### src/rtl/tmd_pkg.sv
// shared types and codes for the typed message deframer
package tmd_pkg;

  typedef enum logic [2:0] {
    PH_TYPE    = 3'd0,
    PH_COUNT   = 3'd1,
    PH_PAD     = 3'd2,
    PH_ID      = 3'd3,
    PH_VALUE   = 3'd4,
    PH_PAYLOAD = 3'd5
  } phase_t;

  localparam logic [1:0] KIND_RECORD  = 2'd0;
  localparam logic [1:0] KIND_PAYLOAD = 2'd1;
  localparam logic [1:0] KIND_EMPTY   = 2'd2;

  localparam logic [7:0] TYPE_RECORDS = 8'd0;
  localparam logic [7:0] TYPE_BUFFER  = 8'd1;

  localparam logic [2:0] COUNT_LAST_POS = 3'd3;
  localparam logic [2:0] PAD_LAST_POS   = 3'd2;
  localparam logic [2:0] WORD_LAST_POS  = 3'd7;

  typedef struct packed {
    logic [1:0]         kind;
    logic signed [63:0] msg_id;
    logic signed [63:0] rec_value;
    logic [7:0]         payload_byte;
    logic               last;
  } result_t;

endpackage

### src/rtl/typed_message_deframer.sv
// typed message deframer: byte stream in, id/value records and buffer bytes out
//
// One received byte is taken per clock cycle while in_ready is high; the parser
// state (phase, byte position, item count and the two 64-bit field assemblers)
// updates in the cycle the byte is accepted, and any result is registered into a
// two-entry output buffer, into its second entry while the first is held.
// in_ready drops only while both output entries hold results that the
// downstream side has not taken, so with out_ready held high the block
// sustains one byte per cycle. A byte other than 0 or 1 where a type byte is
// expected is dropped and the block keeps waiting for a type byte.
module typed_message_deframer (
  input  logic               clk,
  input  logic               rst_n,
  input  logic               in_valid,
  output logic               in_ready,
  input  logic [7:0]         in_rx_byte,
  output logic               out_valid,
  input  logic               out_ready,
  output logic [1:0]         out_kind,
  output logic signed [63:0] out_msg_id,
  output logic signed [63:0] out_rec_value,
  output logic [7:0]         out_payload_byte,
  output logic               out_last
);
  import tmd_pkg::*;

  phase_t      phase_r, phase_nxt;
  logic        msg_type_r, msg_type_nxt;
  logic [2:0]  byte_pos_r, byte_pos_nxt;
  logic [31:0] items_left_r, items_left_nxt;
  logic [63:0] id_acc_r, id_acc_nxt;
  logic [63:0] value_acc_r, value_acc_nxt;

  result_t     res;
  logic        emit;

  result_t     out_r, out_nxt;
  logic        out_v_r, out_v_nxt;
  result_t     skid_r, skid_nxt;
  logic        skid_v_r, skid_v_nxt;

  logic        fire_in;
  logic        take;

  assign in_ready = !skid_v_r;
  assign fire_in  = in_valid && in_ready;
  assign take     = out_v_r && out_ready;

  // parser next state
  always_comb begin
    phase_nxt      = phase_r;
    msg_type_nxt   = msg_type_r;
    byte_pos_nxt   = byte_pos_r;
    items_left_nxt = items_left_r;
    id_acc_nxt     = id_acc_r;
    value_acc_nxt  = value_acc_r;
    emit           = 1'b0;
    res.kind         = KIND_RECORD;
    res.msg_id       = id_acc_r;
    res.rec_value    = '0;
    res.payload_byte = '0;
    res.last         = 1'b0;

    unique case (phase_r)
      PH_COUNT: begin
        items_left_nxt[{byte_pos_r[1:0], 3'b000} +: 8] =
          items_left_r[{byte_pos_r[1:0], 3'b000} +: 8] | in_rx_byte;
        if (byte_pos_r >= COUNT_LAST_POS) begin
          phase_nxt    = PH_PAD;
          byte_pos_nxt = '0;
        end else begin
          byte_pos_nxt = byte_pos_r + 3'd1;
        end
      end
      PH_PAD: begin
        if (byte_pos_r < PAD_LAST_POS) begin
          byte_pos_nxt = byte_pos_r + 3'd1;
        end else begin
          byte_pos_nxt = '0;
          if (items_left_r[31]) items_left_nxt = '0;
          id_acc_nxt    = '0;
          value_acc_nxt = '0;
          if (!msg_type_r && (items_left_nxt == 32'd0)) phase_nxt = PH_TYPE;
          else phase_nxt = PH_ID;
        end
      end
      PH_ID: begin
        id_acc_nxt[{byte_pos_r, 3'b000} +: 8] =
          id_acc_r[{byte_pos_r, 3'b000} +: 8] | in_rx_byte;
        if (byte_pos_r < WORD_LAST_POS) begin
          byte_pos_nxt = byte_pos_r + 3'd1;
        end else begin
          byte_pos_nxt = '0;
          if (!msg_type_r) begin
            value_acc_nxt = '0;
            phase_nxt     = PH_VALUE;
          end else if (items_left_r == 32'd0) begin
            phase_nxt  = PH_TYPE;
            emit       = 1'b1;
            res.kind   = KIND_EMPTY;
            res.msg_id = id_acc_nxt;
            res.last   = 1'b1;
          end else begin
            phase_nxt = PH_PAYLOAD;
          end
        end
      end
      PH_VALUE: begin
        value_acc_nxt[{byte_pos_r, 3'b000} +: 8] =
          value_acc_r[{byte_pos_r, 3'b000} +: 8] | in_rx_byte;
        if (byte_pos_r < WORD_LAST_POS) begin
          byte_pos_nxt = byte_pos_r + 3'd1;
        end else begin
          byte_pos_nxt   = '0;
          emit           = 1'b1;
          res.kind       = KIND_RECORD;
          res.rec_value  = value_acc_nxt;
          res.last       = (items_left_r == 32'd1);
          items_left_nxt = items_left_r - 32'd1;
          if (items_left_nxt == 32'd0) begin
            phase_nxt = PH_TYPE;
          end else begin
            id_acc_nxt = '0;
            phase_nxt  = PH_ID;
          end
        end
      end
      PH_PAYLOAD: begin
        emit             = 1'b1;
        res.kind         = KIND_PAYLOAD;
        res.payload_byte = in_rx_byte;
        res.last         = (items_left_r == 32'd1);
        items_left_nxt   = items_left_r - 32'd1;
        if (items_left_nxt == 32'd0) phase_nxt = PH_TYPE;
      end
      default: begin
        if ((in_rx_byte == TYPE_RECORDS) || (in_rx_byte == TYPE_BUFFER)) begin
          msg_type_nxt   = in_rx_byte[0];
          phase_nxt      = PH_COUNT;
          byte_pos_nxt   = '0;
          items_left_nxt = '0;
        end else begin
          phase_nxt = PH_TYPE;
        end
      end
    endcase
  end

  // two-entry output buffer
  always_comb begin
    out_nxt    = out_r;
    out_v_nxt  = out_v_r;
    skid_nxt   = skid_r;
    skid_v_nxt = skid_v_r;
    if (skid_v_r) begin
      if (take) begin
        out_nxt    = skid_r;
        skid_v_nxt = 1'b0;
      end
    end else if (fire_in && emit) begin
      if (!out_v_r || take) begin
        out_nxt   = res;
        out_v_nxt = 1'b1;
      end else begin
        skid_nxt   = res;
        skid_v_nxt = 1'b1;
      end
    end else if (take) begin
      out_v_nxt = 1'b0;
    end
  end

  always_ff @(posedge clk) begin
    if (!rst_n) begin
      phase_r      <= PH_TYPE;
      msg_type_r   <= 1'b0;
      byte_pos_r   <= '0;
      items_left_r <= '0;
      id_acc_r     <= '0;
      value_acc_r  <= '0;
      out_v_r      <= 1'b0;
      skid_v_r     <= 1'b0;
    end else begin
      if (fire_in) begin
        phase_r      <= phase_nxt;
        msg_type_r   <= msg_type_nxt;
        byte_pos_r   <= byte_pos_nxt;
        items_left_r <= items_left_nxt;
        id_acc_r     <= id_acc_nxt;
        value_acc_r  <= value_acc_nxt;
      end
      out_v_r  <= out_v_nxt;
      skid_v_r <= skid_v_nxt;
    end
  end

  always_ff @(posedge clk) begin
    out_r  <= out_nxt;
    skid_r <= skid_nxt;
  end

  assign out_valid        = out_v_r;
  assign out_kind         = out_r.kind;
  assign out_msg_id       = out_r.msg_id;
  assign out_rec_value    = out_r.rec_value;
  assign out_payload_byte = out_r.payload_byte;
  assign out_last         = out_r.last;

endmodule

### config.mk
export PLATFORM = sky130hd
export DESIGN_NAME = typed_message_deframer
export DESIGN_NICKNAME = d
export VERILOG_FILES = /design/src/rtl/tmd_pkg.sv /design/src/rtl/typed_message_deframer.sv
export SDC_FILE = /design/constraint.sdc
export NUM_CORES = 1
export LEC_CHECK = 0
export BUFFER_PORTS_ARGS = -buffer_cell sky130_fd_sc_hd__clkbuf_2
export CELL_PAD_IN_SITES_DETAIL_PLACEMENT = 0
export CELL_PAD_IN_SITES_GLOBAL_PLACEMENT = 1
export CORE_MARGIN = 4
export CORE_UTILIZATION = 45
export CTS_BUF_LIST = sky130_fd_sc_hd__clkbuf_8
export DETAILED_ROUTE_END_ITERATION = 6
export PLACE_DENSITY_LB_ADDON = 0.3
export SLEW_MARGIN = 40
export SYNTH_ARGS = -nofsm -noshare
export SYNTH_HDL_FRONTEND = slang
export SYNTH_SLANG_ARGS = --single-unit
### constraint.sdc
create_clock -name clk -period 29.4 [get_ports clk]
set_input_delay 1.47 -clock clk [delete_from_list [all_inputs] [get_ports clk]]
set_output_delay 1.47 -clock clk [all_outputs]
set_load 0.02 [all_outputs]
==> impl_summary.md <==
Run status
The flow ran to the end, and the final reports show no timing, DRC or antenna violations.

Timing
The final critical path takes up ~15% of the cycle. The slew of the pin with the lowest slew margin is a little over 0.9 ns. On the final layout, the worst clock skew is 0.04291 ns.

For the finished layout, the period the worst path requires is around 4.5 ns. The headroom to the max-slew limit is between 30% and 40%. The final hold violation count came to 0. The final worst hold slack is ~0.51 ns. Setup repair after global routing left no endpoint under its margin. Setup violations remaining at the end of the flow were counted as 0. Adding up every negative setup slack in the final design gives 0 ns.

Static timing analysis puts the maximum clock frequency at roughly 220 MHz. The count of final max-slew check failures came to 0.

Route
The residual DRC count is 0. The remaining antenna violation count after routing is 0. Across all layers, the routed design uses about 16,000 vias. After the first detailed-routing iteration, the DRC count stood at 1,691. Dividing the detail-routed via count by the number of cells gives 6.134.

The pre-antenna-repair detailed-routing pass consisted of 6 iterations. The average wire per standard cell is ~24 um. The total wire length is between 60,000 and 70,000 um.

Global routing
The wire length of the first global-routing pass is about 97,000 um. Global routing used 24.90% of the available tracks across all layers. The via count of the first global-routing pass came to 15,530. The pin count of the biggest net entering global routing is 99.

The initial antenna violation count is 2. The aggregate global routing overflow is 0.

Floorplan
The full die area is between 0.05 and 0.06 sq mm. The number of rows created at floorplan is a little under 80. The initial cell density of the core is between 40% and 50%. The number of placed I/O pins is between 150 and 200. The die is around 220 um wide. In this run the standard cell core region covers around 0.046 sq mm. In this run the vertical extent of the chip is around 220 um.

Worst setup path
The kind of critical path is reg -> reg. The largest fanout of any net on the critical path is roughly 70. For the worst setup path, the data arrival time is roughly 4.7 ns. The type of origin of the critical path is a flop. At the worst endpoint, the required time is about 30 ns. The endpoint class of the critical path is a flop.

Power and ir drop
The overall power after layout is 1.273 mW. The worst ir drop on vdd is 32.10 uV. In this run the power density over the cells is 54.00 mW/mm^2. The static power due to leakage is between 8 and 9 nW.

Yosys
When the netlist entered floorplanning its net count stood at 1,947. The number of distinct library cell variants in the gate-level netlist after synthesis is between 70 and 80. The count of flip-flops with a built-in enable after synthesis is roughly 280. Summing the sequential cell areas from Yosys gives 56.00% of the chip area. Counting flops and latches in the post-synthesis netlist gives around 450.

Of all flip-flops after synthesis, the portion carrying an async set or reset was 0%. The combined area of all synthesized cells is between 0.02 and 0.025 sq mm. For this run, the leading register cell type out of synthesis is edfxtp_1. Averaged over all synthesized cells, the footprint is 10.89 sq um. Counting every instance in the synthesized netlist gives around 1,900.

The Yosys warning count is 0.

Clock network
The clock passes through at most 3 buffers. The clock latency at the later pin of the worst-skew pair is about 0.66 ns. After clock tree synthesis, the setup repair step added 0 buffers. For this design, the CTS-stage hold fixing added 0 buffers.

Clock tree synthesis selected as its root buffer the cell clkbuf_8. Clock-pin slew was measured on the worst setup and hold paths at 0.06 ns. The H-tree was split into 3 levels. The TritonCTS clock tree is built. Clock tree synthesis inserted a total of 76 buffers.

After clock tree synthesis, the repair step resized 0 gates. The clock net in this run drives a total of approximately 450 sinks.

Cells and area
The layout overhead on the synthesized area is 12.54%. Measured on the finished design, the core utilization comes to approximately half. The repair_antennas step left the layout with diodes totalling 0. The post-route netlist has between 20% and 30% of its cells at a drive strength greater than 1. After the last flow step, the layout net total stands at just over 2,000.

Placement
After legalization and detailed placement, the total HPWL measured approximately 43,000 um. Routability-driven placement finished with a final weighted congestion of approximately 0.94. In this run the tool buffered the top-level ports with between 150 and 200 buffer cells.

Min path
The min-delay analysis places its worst path in the category reg -> reg.

Run
Across the run, the number of max-cap violations was 0.
## routing by layer
layer	GRT usage (%)	wire, um	up-vias
li1	-	-	7430
met1	37.46	29030	8051
met2	35.45	27300	791
met3	5.163	5500	119
met4	9.604	1914	0
met5	0	0	-
## registers in the layout (all words and copies together), names as in the netlist
register / count
skid_v_r: 1
phase_r: 3
out_rec_value: 64
out_kind: 2
out_valid: 1
skid_r: 139
out_payload_byte: 8
id_acc_r: 64
items_left_r: 32
msg_type_r: 1
byte_pos_r: 3
out_msg_id: 64
out_last: 1
value_acc_r: 64
## logic make-up after synthesis
group / Yosys count / share of synthesized area (%)
AO/OA/AOI/OAI: 497 / 16.13
XOR/XNOR: 9 / 0.3763
AND/OR/NAND/NOR: 656 / 14.99
buffers and inverters: 188 / 3.476
flip-flops: 447 / 56.00
multiplexers: 116 / 8.374
adder cells (fa/ha/maj): 11 / 0.6570
## Yosys cell counts, types with 23 or more instances
cell type / number / area, sq um
clkbuf_1: 142 / 533.0
nand2_1: 177 / 664.4
inv_1: 27 / 101.4
a21oi_1: 118 / 590.6
and2_1: 43 / 269.0
a22oi_1: 77 / 578.1
edfxtp_1: 278 / 8348
o21ai_0: 61 / 305.3
dfxtp_1: 169 / 3383
nor2_1: 220 / 825.8
nor3_1: 88 / 440.4
mux4_2: 40 / 900.9
o31ai_1: 64 / 480.5
a22o_1: 57 / 499.2
mux2_2: 74 / 833.3
nand3_1: 23 / 115.1
## critical path, cell delays in order (launching register included)
cell and delay (ns):
dfxtp_1 0.34, inv_1 0.15, ha_1 0.29, or4b_2 0.65, or4_4 0.60, nor4b_2 0.60, nand2_1 0.14, nand2_1 0.13
and3_4 0.39, buf_12 0.23, buf_6 0.52
## final cells by class
cell class              count  area [sq um]
clock buffers              85          1170
clock inverters            46         214.0
fillers                  4093         22100
well taps                 600         750.7
repair buffers            174         973.4
flip-flops and latches    447         11740
multi-input cells        1289          8612
inverters                  31         118.9
## cell usage in the layout (no fill, tap or decap), types with 10 or more instances in the layout
cell / Yosys / routed
a22oi_1: 77 / 77
edfxtp_1: 278 / 278
o31ai_1: 64 / 64
nor3_2: 0 / 13
and2_1: 43 / 43
mux2_2: 74 / 74
dfxtp_1: 169 / 166
inv_1: 27 / 55
mux4_2: 40 / 40
clkinv_1: 2 / 10
a21oi_1: 118 / 117
buf_4: 1 / 14
clkbuf_8: 0 / 85
nand2_1: 177 / 174
or2_2: 12 / 12
nor2_1: 220 / 219
nor4_1: 14 / 14
ha_1: 11 / 10
a211oi_1: 21 / 21
nand3_1: 23 / 23
o21ai_1: 18 / 18
a22o_1: 57 / 57
clkbuf_2: 1 / 152
nor2b_1: 11 / 10
o21ai_0: 61 / 61
nor3_1: 88 / 75
and3_1: 12 / 11
o22ai_1: 21 / 21
## report_power, final
part           internal, mW  leakage, nW  switching, mW  total (mW)
clock                 0.272        0.812          0.250       0.521
combinational        0.0232         3.32         0.0654      0.0886
sequential            0.659         3.88        0.00416       0.664
total                 0.954         8.01          0.319        1.27
## stage by stage
step | worst slack [ns] | std cells | instance area [sq um]
after floorplan | 19.25 | 1924 | 20950
after global placement | 24.23 | 2539 | 22030
after detailed placement | 24.44 | 2541 | 22140
after CTS | 24.36 | 2672 | 23530
after global routing | 24.66 | 2672 | 23580
final | 24.92 | 2672 | 23580
## worst paths after layout
check / startpoint / slack [ns] / end / cells after the start
max: items_left_r[1] / 24.92 / skid_r[39] / 10
min reg2reg: id_acc_r[46] / 0.51 / id_acc_r[46] / 1
min: id_acc_r[46] / 0.51 / id_acc_r[46] / 1
max reg2reg: items_left_r[1] / 24.92 / skid_r[39] / 10
Power figures use the tool's default switching activity.
